**src/rtl/v3a_pkg.sv**
```systemverilog
// ----------------------------------------------------------------------------
// v3a_pkg
// Shared widths, operation codes and stage records of the vector ALU.
// ----------------------------------------------------------------------------
package v3a_pkg;

   localparam int WORD_W        = 32;
   localparam int FUNC_W        = 4;
   localparam int FRAC_BITS_DEF = 16;
   localparam int PROD_W        = 2 * WORD_W;
   localparam int SUM_W         = PROD_W + 4;
   localparam int ROOT_W        = WORD_W;
   localparam int SQRT_LAT      = ROOT_W + 1;

   localparam logic [FUNC_W-1:0] FN_NEG   = 4'd0;
   localparam logic [FUNC_W-1:0] FN_ADD   = 4'd1;
   localparam logic [FUNC_W-1:0] FN_SUB   = 4'd2;
   localparam logic [FUNC_W-1:0] FN_SCALE = 4'd3;
   localparam logic [FUNC_W-1:0] FN_CROSS = 4'd4;
   localparam logic [FUNC_W-1:0] FN_DOT   = 4'd5;
   localparam logic [FUNC_W-1:0] FN_LEN   = 4'd6;
   localparam logic [FUNC_W-1:0] FN_NORM  = 4'd7;
   localparam logic [FUNC_W-1:0] FN_CMP   = 4'd8;

   typedef logic signed [WORD_W-1:0] word_type;

   // what one lane hands to the merge stage
   typedef struct packed {
      logic signed [PROD_W-1:0] p1;
      logic signed [PROD_W-1:0] p2;
      logic signed [WORD_W:0]   simple;
      logic                     in_tol;
   } lane_type;

   // result record carried down the root and divide pipeline
   typedef struct packed {
      logic [FUNC_W-1:0]        func;
      logic [2:0][WORD_W-1:0]   r;
      logic [WORD_W-1:0]        sc;
      logic                     eq;
      logic [2:0][WORD_W-1:0]   amag;
      logic [2:0]               aneg;
      logic                     dzero;
   } pl_type;

endpackage

```
**src/rtl/v3a_div.sv**
```systemverilog
// ----------------------------------------------------------------------------
// v3a_div
// Pipelined restoring divider for normalize: (mag * 2^F + d/2) / d.
// ----------------------------------------------------------------------------
module v3a_div #(
   parameter int FRAC_BITS = v3a_pkg::FRAC_BITS_DEF
) (
   input  logic                         clock,
   input  logic                         en,
   input  logic [v3a_pkg::WORD_W-1:0]   mag,
   input  logic [v3a_pkg::ROOT_W:0]     d,
   output logic [FRAC_BITS+1:0]         q
);
   import v3a_pkg::*;

   localparam int QW = FRAC_BITS + 2;
   localparam int NW = WORD_W + 1 + FRAC_BITS;
   localparam int DW = ROOT_W + 1;
   localparam int RW = DW + 1;

   logic [NW-1:0] num;
   logic [RW-1:0] rem_ff [0:QW-1];
   logic [QW-1:0] low_ff [0:QW-1];
   logic [QW-1:0] q_ff   [0:QW-1];
   logic [DW-1:0] d_ff   [0:QW-1];

   assign num = (NW'(mag) << FRAC_BITS) + NW'(d >> 1);

   genvar k;
   generate
      for (k = 0; k < QW; k++) begin : g_step
         logic [RW-1:0] rem_prev, ext;
         logic [QW-1:0] low_prev, q_prev;
         logic [DW-1:0] d_prev;
         if (k == 0) begin : g_first
            // the top part of the dividend is already below the divisor
            assign rem_prev = RW'(num[NW-1:QW]);
            assign low_prev = num[QW-1:0];
            assign q_prev   = '0;
            assign d_prev   = d;
         end else begin : g_next
            assign rem_prev = rem_ff[k-1];
            assign low_prev = low_ff[k-1];
            assign q_prev   = q_ff[k-1];
            assign d_prev   = d_ff[k-1];
         end
         assign ext = {rem_prev[RW-2:0], low_prev[QW-1]};
         always_ff @(posedge clock) begin
            if (en) begin
               d_ff[k]   <= d_prev;
               low_ff[k] <= low_prev << 1;
               if (ext >= RW'(d_prev)) begin
                  rem_ff[k] <= ext - RW'(d_prev);
                  q_ff[k]   <= {q_prev[QW-2:0], 1'b1};
               end else begin
                  rem_ff[k] <= ext;
                  q_ff[k]   <= {q_prev[QW-2:0], 1'b0};
               end
            end
         end
      end
   endgenerate

   assign q = q_ff[QW-1];

endmodule

```
**config.mk**
```make
export PLATFORM = sky130hd
export DESIGN_NAME = v3a_div
export DESIGN_NICKNAME = d
export VERILOG_FILES = /design/src/rtl/v3a_pkg.sv /design/src/rtl/v3a_div.sv
export SDC_FILE = /design/constraint.sdc
export NUM_CORES = 2
export LEC_CHECK = 0
export BUFFER_PORTS_ARGS = -buffer_cell sky130_fd_sc_hd__clkbuf_2
export CORE_ASPECT_RATIO = 1.5
export CORE_UTILIZATION = 70
export DETAILED_ROUTE_END_ITERATION = 8
export PLACE_DENSITY = 0.87
export SETUP_SLACK_MARGIN = 0.1
export SKIP_CTS_REPAIR_TIMING = 1
export SYNTH_ARGS = -nofsm -noshare
export SYNTH_HDL_FRONTEND = slang
export SYNTH_SLANG_ARGS = --single-unit
```
**constraint.sdc**
```tcl
create_clock -name clock -period 12.7 [get_ports clock]
set_input_delay 1.905 -clock clock [delete_from_list [all_inputs] [get_ports clock]]
set_output_delay 1.905 -clock clock [all_outputs]
set_load 0.02 [all_outputs]
```
==> metrics.md <==
| Metric | Value |
|---|---|
| Area after DPL | `80340 sq um` |
| Cell with the largest stage delay on the worst path | `nor4_2` |
| Vias per inst | `6.467` |
| Share of the synthesized area in the top cell type | `0.4951` |
| Post-route insts no fill | `8879` |
| Top cells by area, synth | `edfxtp_1 (50%), ha_1 (9.7%), a21oi_1 (3.7%), inv_1 (3.5%), xnor2_1 (3.2%)` |
| Clock root buffer | `clkbuf_16` |
| R2R setup slack | `7.43 ns` |
| Post-synth EDFFs | `1293` |
| Min-delay src | `q_ff[6][7]` |
| Clk_lat worst skew | `0.81 ns` |
| Cell mode on critical path | `a21o_1` |
| Final Hold Viols | `0` |
| CTS buffer count | `120` |
| RSZ-0062 raised after global routing | `no` |
| Synth Area in Simple Gates | `0.1082` |
| Synth area leader | `edfxtp_1` |
| Critical Path RT | `13.23 ns` |
| Initial DRC Count | `3667` |
| Post-synthesis cell count | `7257` |
| Die Height | `411.9 um` |
| Worst vdd ir | `0.1595 mV` |
| Final Wtd Congestion | `1.015` |
| MaxCap Viol Count | `0` |
| Element type at the critical path end | `register` |
| Worst setup path class | `input pin to register` |
| Yosys cell types | `95` |
| Syn. warnings | `0` |
| Final instance area | `84370 sq um` |
| Crit-path cells | `clkbuf_2, ha_1, fa_1, a211oi_1, o21bai_1, a21oi_1, o21ai_0, a21oi_1, o21ai_1, xor2_1, ha_1, a21o_1, a21o_1, a21o_1, nor4_2, nor2_2, a2111oi_4, a2111oi_1, o21ai_4, buf_4, mux2_2` |
| Register area | `38850 sq um` |
| Worst endpoint data arrival time | `7.84 ns` |
| Routed WL | `202.1 mm` |
| Synthesized area | `78420 sq um` |
| Fillers | `7112` |
| Final Util | `0.7580` |
| Worst Hold End | `q_ff[6][26]` |
| Setup tns final | `0 ns` |
| Wire length per cell | `22.76 um` |
| Nets@finish | `8022` |
| LEAKAGE | `35.08 nW` |
| Pre-antenna DRT Iters | `9` |
| Measured slew at the worst slew-check pin | `1.168 ns` |
| Setup-failing EPs final | `0` |
| Gr usage total | `0.3586` |
| Area occupied by multi-input gates | `36060 sq um` |
| Crit Path Max Fanout | `34` |
| CTS tree | `built` |
| Reg clk slew, reported paths | `0.07 ns` |
| Initial antenna violation count | `5` |
| Worst R2R Path Depth | `13` |
| Synthesized flop and latch total | `1294` |
| Async set or reset register ratio after synthesis | `0` |
| Post-synthesis adder-cell area fraction | `0.1018` |
| Status | `finished with violations` |
| Worst hold path type | `register to register` |
| Largest family of logic cells by synthesized area | `compound AO/OA/AOI/OAI gates` |
| Hold depth | `0` |
| First-pass GRT wire length | `310.2 mm` |
| Vias in the first global route | `60920` |
| Core box area | `111300 sq um` |
| Top delay family on crit path | `compound AO/OA/AOI/OAI gates` |
| CP Buf/Inv Count | `2` |
| Total Die Area | `113400 sq um` |
| Total vias in the final route | `57420` |
| Max incr delay on CP | `0.48 ns` |
| Power Density | `250.9 nW/um^2` |
| Starting Density | `0.7046` |
| Sink Count | `1294` |
| DRC Markers | `2` |
| Clock tree buffer depth | `3` |
| Top FF cell, synth | `edfxtp_1` |
| Net Count, Synth | `7951` |
| Inst Count DP | `8650` |
| Reg2reg start | `d_ff[3][14]` |
| HPWL Detailed | `152.1 mm` |
| FF-to-FF End | `rem_ff[2][22]` |
| Rows | `150` |
| Total grt overflow | `0` |
| Total number of H-tree levels | `3` |
| Layout cells sized above 1 | `0.08559` |
| Io pins | `85` |
| Tmin final | `7.306 ns` |
| Post-synthesis mux area share | `0.03751` |
| Sequential element share of the synthesized area | `0.4954` |
| Clk_skew | `0.04274 ns` |
| Post-synthesis compound-gate area fraction | `0.1602` |
| Largest net degree at the start of global routing | `204` |
| Failing checks | `DRC` |
| Layout overhead on the synthesized area | `7.589%` |
| Slew Limit Fails | `0` |
| Max_slew headroom | `0.2214` |
| IO buf count | `84` |
| CP startpoint kind | `input pin` |
| Mapped Avg Cell Area | `10.81 sq um` |
| Final period util | `0.5753` |
| Routed Antenna Nets | `0` |
| XOR/XNOR Fraction of Synth Area | `0.05104` |
| Fmax | `0.1369 GHz` |
| Die width | `275.3 um` |
kinds of logic after synthesis:
| logic type | count (synthesis) |
|---|---|
| DFF | 1294 |
| buffers and inverters | 925 |
| adders and majority gates | 627 |
| AOI/OAI and AO/OA | 1947 |
| and+or+nand+nor | 1752 |
| muxes | 255 |
| xor gates and xnor gates | 457 |
area by class of cell:
class	count	area share
well taps	1444	0.02142
repair buffers	133	0.009966
diodes	4	0.0001186
clock inverters	85	0.01114
flip-flops and latches	1294	0.4605
inverters	741	0.03297
multi-input cells	5038	0.4274
clock buffers	140	0.03648
worst max-delay path by stage:
stage                      start       endpoint  depth (start not counted)
after floorplan           mag[0]  rem_ff[0][25]                         20
after global placement     d[17]   rem_ff[0][2]                         21
after detailed placement   d[17]   rem_ff[0][2]                         21
after CTS                  d[17]  rem_ff[0][15]                         21
after global routing       d[17]  rem_ff[0][16]                         21
final                      d[17]  rem_ff[0][15]                         21
power by group:
| part | leakage (nW) | switching [mW] | total, mW | internal (mW) |
|---|---|---|---|---|
| clock network | 1.94 | 1.70 | 3.75 | 2.05 |
| registers | 12.6 | 0.609 | 6.98 | 6.37 |
| logic | 20.5 | 6.04 | 10.4 | 4.39 |
cell usage after synthesis (19+ instances only):
library cell	instances
edfxtp_1	1293
inv_1	738
ha_1	609
a21oi_1	577
nand2_1	486
nor2_1	470
o21ai_0	415
a21o_1	314
xnor2_1	288
mux2_2	203
xor2_1	169
clkbuf_1	132
nand3_1	113
nand4_1	101
nor3_1	93
nand2b_1	85
nor2b_1	83
o21a_1	76
and2_1	63
and3_1	63
o21bai_1	62
o31ai_1	60
a211oi_1	52
a31oi_1	51
o211ai_1	45
nor4_1	37
buf_2	35
or3_1	35
or2_2	29
o31a_1	28
mux2_4	26
a31o_2	23
mux2i_1	22
or4_1	21
a21boi_0	19
per-stage QoR:
step,hold slack (ns),setup slack [ns],power [mW]
floorplan,0.4003,5.949,14.57
global placement,0.4002,4.618,16.69
detailed placement,0.4045,4.626,17.14
CTS,0.3960,5.423,20.96
global route,0.4171,5.091,22.36
finish,0.4027,5.394,21.17
placed cells by master (no fill, tap or decap), types with 85 or more instances in the layout:
cell,instances
edfxtp_1,1293
xor2_1,169
xnor2_1,288
nand4_1,101
a21oi_1,577
ha_1,609
nor3_1,93
nand2b_1,85
inv_1,738
clkbuf_16,120
a21o_1,313
nor2_1,468
mux2_2,203
o21ai_0,415
nand3_1,113
nand2_1,486
sequential cells by signal, summed over array words and instances, names as in the netlist:
register  count
d_ff        561
rem_ff      561
q_ff        171
low_ff        1
metal layers:
metal / global-route usage / vias up / share of wire
met5: 0 / - / 0.000040
met3: 0.05822 / 1049 / 0.040
met1: 0.2601 / 27420 / 0.28
met2: 0.7093 / 2070 / 0.56
met4: 0.3944 / 2 / 0.13
li1: - / 26880 / -
worst register-to-register path: stages, from the launching register on:
cell      delay, ns
edfxtp_1       0.39
inv_1          0.08
ha_1           0.28
fa_1           0.43
nor2b_1        0.12
o21ai_0        0.17
a211oi_1       0.55
o21ai_0        0.48
and3_1         0.46
a211oi_1       0.47
nor2_1         0.31
inv_1          0.31
buf_4          0.49
mux2_2         0.44
Power figures use the tool's default switching activity.
