==> config.mk <==
export PLATFORM = sky130hd
export DESIGN_NAME = v3a_sqrt
export DESIGN_NICKNAME = d
export VERILOG_FILES = /design/src/rtl/v3a_pkg.sv /design/src/rtl/v3a_sqrt.sv
export SDC_FILE = /design/constraint.sdc
export NUM_CORES = 2
export LEC_CHECK = 0
export BUFFER_PORTS_ARGS = -buffer_cell sky130_fd_sc_hd__buf_2
export CORE_MARGIN = 2
export CORE_UTILIZATION = 55
export DETAILED_ROUTE_END_ITERATION = 12
export PLACE_DENSITY_LB_ADDON = 0.2
export SLEW_MARGIN = 20
export SYNTH_ARGS = -nofsm -noshare
export SYNTH_HDL_FRONTEND = slang
export SYNTH_MEMORY_MAX_BITS = 65536
export SYNTH_SLANG_ARGS = --single-unit
==> constraint.sdc <==
create_clock -name clock -period 6.2 [get_ports clock]
set_input_delay 0.31 -clock clock [delete_from_list [all_inputs] [get_ports clock]]
set_output_delay 0.31 -clock clock [all_outputs]
set_load 0.02 [all_outputs]
==> src/rtl/v3a_pkg.sv <==
// ----------------------------------------------------------------------------
// v3a_pkg
// Shared widths, operation codes and stage records of the vector ALU.
// ----------------------------------------------------------------------------
package v3a_pkg;

   localparam int WORD_W        = 32;
   localparam int FUNC_W        = 4;
   localparam int FRAC_BITS_DEF = 16;
   localparam int PROD_W        = 2 * WORD_W;
   localparam int SUM_W         = PROD_W + 4;
   localparam int ROOT_W        = WORD_W;
   localparam int SQRT_LAT      = ROOT_W + 1;

   localparam logic [FUNC_W-1:0] FN_NEG   = 4'd0;
   localparam logic [FUNC_W-1:0] FN_ADD   = 4'd1;
   localparam logic [FUNC_W-1:0] FN_SUB   = 4'd2;
   localparam logic [FUNC_W-1:0] FN_SCALE = 4'd3;
   localparam logic [FUNC_W-1:0] FN_CROSS = 4'd4;
   localparam logic [FUNC_W-1:0] FN_DOT   = 4'd5;
   localparam logic [FUNC_W-1:0] FN_LEN   = 4'd6;
   localparam logic [FUNC_W-1:0] FN_NORM  = 4'd7;
   localparam logic [FUNC_W-1:0] FN_CMP   = 4'd8;

   typedef logic signed [WORD_W-1:0] word_type;

   // what one lane hands to the merge stage
   typedef struct packed {
      logic signed [PROD_W-1:0] p1;
      logic signed [PROD_W-1:0] p2;
      logic signed [WORD_W:0]   simple;
      logic                     in_tol;
   } lane_type;

   // result record carried down the root and divide pipeline
   typedef struct packed {
      logic [FUNC_W-1:0]        func;
      logic [2:0][WORD_W-1:0]   r;
      logic [WORD_W-1:0]        sc;
      logic                     eq;
      logic [2:0][WORD_W-1:0]   amag;
      logic [2:0]               aneg;
      logic                     dzero;
   } pl_type;

endpackage

==> src/rtl/v3a_sqrt.sv <==
// ----------------------------------------------------------------------------
// v3a_sqrt
// Pipelined integer square root, one root bit per stage, rounded to nearest.
// ----------------------------------------------------------------------------
module v3a_sqrt (
   input  logic                         clock,
   input  logic                         en,
   input  logic [v3a_pkg::PROD_W-1:0]   n,
   output logic [v3a_pkg::ROOT_W:0]     root
);
   import v3a_pkg::*;

   localparam int RW = ROOT_W + 2;

   logic [RW-1:0]     rem_ff  [0:ROOT_W-1];
   logic [ROOT_W-1:0] rt_ff   [0:ROOT_W-1];
   logic [PROD_W-1:0] n_ff    [0:ROOT_W-1];
   logic [ROOT_W:0]   root_ff;

   genvar k;
   generate
      for (k = 0; k < ROOT_W; k++) begin : g_step
         logic [RW-1:0]     rem_prev;
         logic [ROOT_W-1:0] rt_prev;
         logic [PROD_W-1:0] n_prev;
         logic [RW+1:0]     ext, trial;
         if (k == 0) begin : g_first
            assign rem_prev = '0;
            assign rt_prev  = '0;
            assign n_prev   = n;
         end else begin : g_next
            assign rem_prev = rem_ff[k-1];
            assign rt_prev  = rt_ff[k-1];
            assign n_prev   = n_ff[k-1];
         end
         assign ext   = {rem_prev, n_prev[PROD_W-1 -: 2]};
         assign trial = {2'b00, rt_prev, 2'b01};
         always_ff @(posedge clock) begin
            if (en) begin
               n_ff[k] <= n_prev << 2;
               if (ext >= trial) begin
                  rem_ff[k] <= RW'(ext - trial);
                  rt_ff[k]  <= {rt_prev[ROOT_W-2:0], 1'b1};
               end else begin
                  rem_ff[k] <= RW'(ext);
                  rt_ff[k]  <= {rt_prev[ROOT_W-2:0], 1'b0};
               end
            end
         end
      end
   endgenerate

   // round up when the remainder exceeds the floor root
   always_ff @(posedge clock) begin
      if (en) begin
         if (rem_ff[ROOT_W-1] > RW'(rt_ff[ROOT_W-1]))
            root_ff <= (ROOT_W+1)'(rt_ff[ROOT_W-1]) + 1'b1;
         else
            root_ff <= (ROOT_W+1)'(rt_ff[ROOT_W-1]);
      end
   end

   assign root = root_ff;

endmodule

==> load_flow_metrics.sql <==
INSERT INTO impl_metrics (metric_group, metric, value, unit) VALUES
('outcome', 'status', 'finished, final reports clean', ''),
('routing', 'detail_route.wirelength', '239000', 'µm'),
('synthesis', 'synth-xor-area-share', '6.37', '%'),
('critical_path', 'critical_path_required', '6.83', 'ns'),
('synthesis', 'synth_fa_ha_area_share', '6.14', '%'),
('grt', 'top_usage_layer', 'met2', ''),
('placement', 'gp_congestion', '0.920', ''),
('final_layout', 'finalNetCount', '10500', ''),
('synthesis', 'synth.area.mux_share', '0.515', '%'),
('synthesis', 'synth_area', '122000', 'µm²'),
('grt', 'grtUsageMet2', '35.6', '%'),
('synthesis', 'synth_area_per_cell', '12.8', 'µm²'),
('clock_network', 'clock-root-buffer', 'clkbuf_16', ''),
('sta', 'min_period_over_period', '72.5', '%'),
('final_layout', 'layout-area-overhead-vs-synth', '11.2', '%'),
('routing', 'route.antenna.remaining_nets', '0', ''),
('routing', 'drt-vias-per-instance', '5.63', ''),
('routing', 'drt_drc_violations_left', '0', ''),
('placement', 'dpl.cell_count', '12500', ''),
('power', 'worst_ir_drop_vdd', '0.251', 'mV'),
('critical_path', 'critPathLaunch', 'rem_ff[1][449]$_DFFE_PP_', ''),
('synthesis', 'synthesis.nets', '10200', ''),
('floorplanning', 'floorplan.initialDensity', '55.4', '%'),
('sta', 'drv_slew', '0', ''),
('floorplanning', 'std_cell_rows', '172', ''),
('routing', 'dr.pass1.iters', '8', ''),
('floorplanning', 'die_w', '475', 'µm'),
('job', 'max_cap_viols', '0', ''),
('critical_path', 'cpMaxStageDelayCell', 'a2111oi_0', ''),
('floorplanning', 'die_area', '225000', 'µm²'),
('synthesis', 'synth-async-reset-ratio', '0', '%'),
('synthesis', 'synth_top_area_share', '63.8', '%'),
('synthesis', 'yosysWarnings', '0', ''),
('critical_path', 'cp_cell_sequence', 'ha_1 -> nand4_1 -> or3_1 -> a2111oi_0 -> a2111o_1 -> nand2_1 -> o31a_1 -> o21bai_1 -> a211o_1 -> buf_4 -> mux2_2', ''),
('critical_path', 'regToRegEndpoint', 'rem_ff[1][490]$_DFFE_PP_', ''),
('critical_path', 'cpLargestDelayFamily', 'compound AO/OA/AOI/OAI gates', ''),
('clock_network', 'clockBufferDepth', '4', ''),
('grt', 'grt_util_met3', '3.06', '%'),
('sta', 'rsz0062_at_grt', 'false', ''),
('critical_path', 'setup.worst_path.end', 'rem_ff[1][490]$_DFFE_PP_', ''),
('critical_path', 'critical-path-max-stage-delay', '0.78', 'ns'),
('critical_path', 'crit_path_max_fanout', '44', ''),
('synthesis', 'synth_top_family_by_area', 'simple AND/OR/NAND/NOR gates', ''),
('synthesis', 'post-synth-top-area-cell', 'edfxtp_1', ''),
('clock_network', 'post_cts_buffers', '0', ''),
('critical_path', 'critPathKind', 'reg -> reg', ''),
('critical_path', 'timing.reg2reg.setup_slack', '1.70', 'ns'),
('power', 'power_density', '374', 'nW/µm²'),
('final_layout', 'layout_common_cells', 'edfxtp_1, inv_1, nand2_1, o21ai_0, ha_1', ''),
('synthesis', 'yosys-top-cells-area', 'edfxtp_1, ha_1, xor2_1', ''),
('synthesis', 'synth-compound-area-share', '9.70', '%'),
('synthesis', 'synth_cell_types', '96', ''),
('critical_path', 'cp.buffers_inverters', '1', ''),
('sta', 'layout_min_cycle_time', '4.50', 'ns'),
('floorplanning', 'floorplan.io_pins', '99', ''),
('synthesis', 'synth_cells', '9553', ''),
('final_layout', 'drive_gt1_share', '7.25', '%'),
('critical_path', 'critPathLaunchType', 'register', ''),
('critical_path', 'worstReg2RegStart', 'rem_ff[1][449]$_DFFE_PP_', ''),
('routing', 'routed_wire_per_std_cell', '18.4', 'µm'),
('critical_path', 'cp.depth', '11', ''),
('grt', 'grt_overflow_total', '0', ''),
('hold_path', 'holdCritPathClass', 'in -> reg', ''),
('placement', 'dp_hpwl', '171000', 'µm'),
('routing', 'via_count', '73300', ''),
('placement', 'numPortBuffers', '98', ''),
('grt', 'm1_gr_usage', '28.2', '%'),
('clock_network', 'cts_inserted_buffers', '291', ''),
('clock_network', 'clkSlewWorstSetupHoldPaths', '0.06', 'ns'),
('sta', 'setup-violations-final', '0', ''),
('clock_network', 'clock_latency_at_the_later_pin_of_the_worst_skew_pair', '0.93', 'ns');
sequential cells by signal (all words and copies together) (netlist names):
| register | count |
|---|---|
| n_ff | 992 |
| rem_ff | 1037 |
| root | 33 |
| rt_ff | 528 |
Yosys cell counts (13+ instances only):
cell type / number
or2_2: 68
and3_1: 45
nor3b_1: 14
mux2_2: 46
buf_2: 20
a211oi_1: 43
a31oi_1: 45
or4_1: 63
nand3_1: 153
xnor2_1: 440
o21bai_1: 53
o21a_1: 102
nor4b_1: 32
and2_1: 44
nor2_1: 448
buf_1: 13
clkbuf_1: 176
a21boi_0: 24
and4_1: 16
a2111oi_0: 16
nor3_1: 269
o41ai_1: 13
or3_1: 118
o31ai_1: 59
o211ai_1: 40
nand2b_1: 138
ha_1: 598
a21oi_1: 483
inv_1: 763
nand4_1: 94
o21ai_0: 613
o21ai_1: 14
a21o_1: 270
nand3b_1: 29
nor4_1: 112
nor2b_1: 77
edfxtp_1: 2589
nand2_1: 745
a211o_1: 16
xor2_1: 446
power breakdown:
part	switching, mW	internal [mW]
combinational	6.12	4.53
sequential	1.49	22.3
clock	6.56	9.73
total	14.2	36.6
worst min-delay path by stage:
stage | from | endpoint | slack [ns] | depth (start not counted)
after floorplan | n_ff[0][36]$_DFFE_PP_ | n_ff[0][100]$_DFFE_PP_ | 0.40 | 0
after global placement | n_ff[0][128]$_DFFE_PP_ | n_ff[0][192]$_DFFE_PP_ | 0.40 | 0
after detailed placement | n_ff[0][39]$_DFFE_PP_ | n_ff[0][103]$_DFFE_PP_ | 0.40 | 0
after CTS | n[10] | n_ff[0][10]$_DFFE_PP_ | 0.009 | 2
after global routing | n[10] | n_ff[0][10]$_DFFE_PP_ | 0.03 | 2
final | n[10] | n_ff[0][10]$_DFFE_PP_ | 0.09 | 2
cell families after synthesis:
| logic type | count (synthesis) |
|---|---|
| simple gates | 2522 |
| buf+inv | 982 |
| xor+xnor | 886 |
| compound gates | 1918 |
| fa+ha+maj | 598 |
| mux | 57 |
| flops | 2590 |
metrics by stage:
step	setup WS (ns)	power, mW	area [µm²]	hold WS (ns)	utilization [%]
floorplan	2.49	31.7	122000	0.400	-
global placement	1.88	34.4	126000	0.400	57.3
detailed placement	1.84	34.7	126000	0.405	57.3
CTS	1.83	51.2	136000	0.00899	61.6
global route	1.49	53.4	136000	0.0296	61.6
finish	1.70	50.8	136000	0.0900	61.6
area by class of cell:
| class | instances | area (µm²) |
|---|---|---|
| diodes | 3 | 7.51 |
| clock buffers | 343 | 7580 |
| inverters | 766 | 2880 |
| fillers | 16800 | 84400 |
| clock inverters | 148 | 1390 |
| well taps | 2958 | 3700 |
| repair buffers | 228 | 1720 |
| multi-input cells | 5981 | 40500 |
| flip-flops and latches | 2590 | 77800 |
metal layers:
metal	wire, µm	vias up
li1	-	35800
met1	105000	35500
met2	116000	1616
met3	10600	448
met4	6880	2
met5	7	-
what timing repair did:
item	in CTS	in global routing
setup endpoints to repair	0	0
gates resized for setup	0	0
endpoints found under the hold margin	107	0
hold buffers	65	0
No activity file was read; power rests on OpenSTA's default activity.
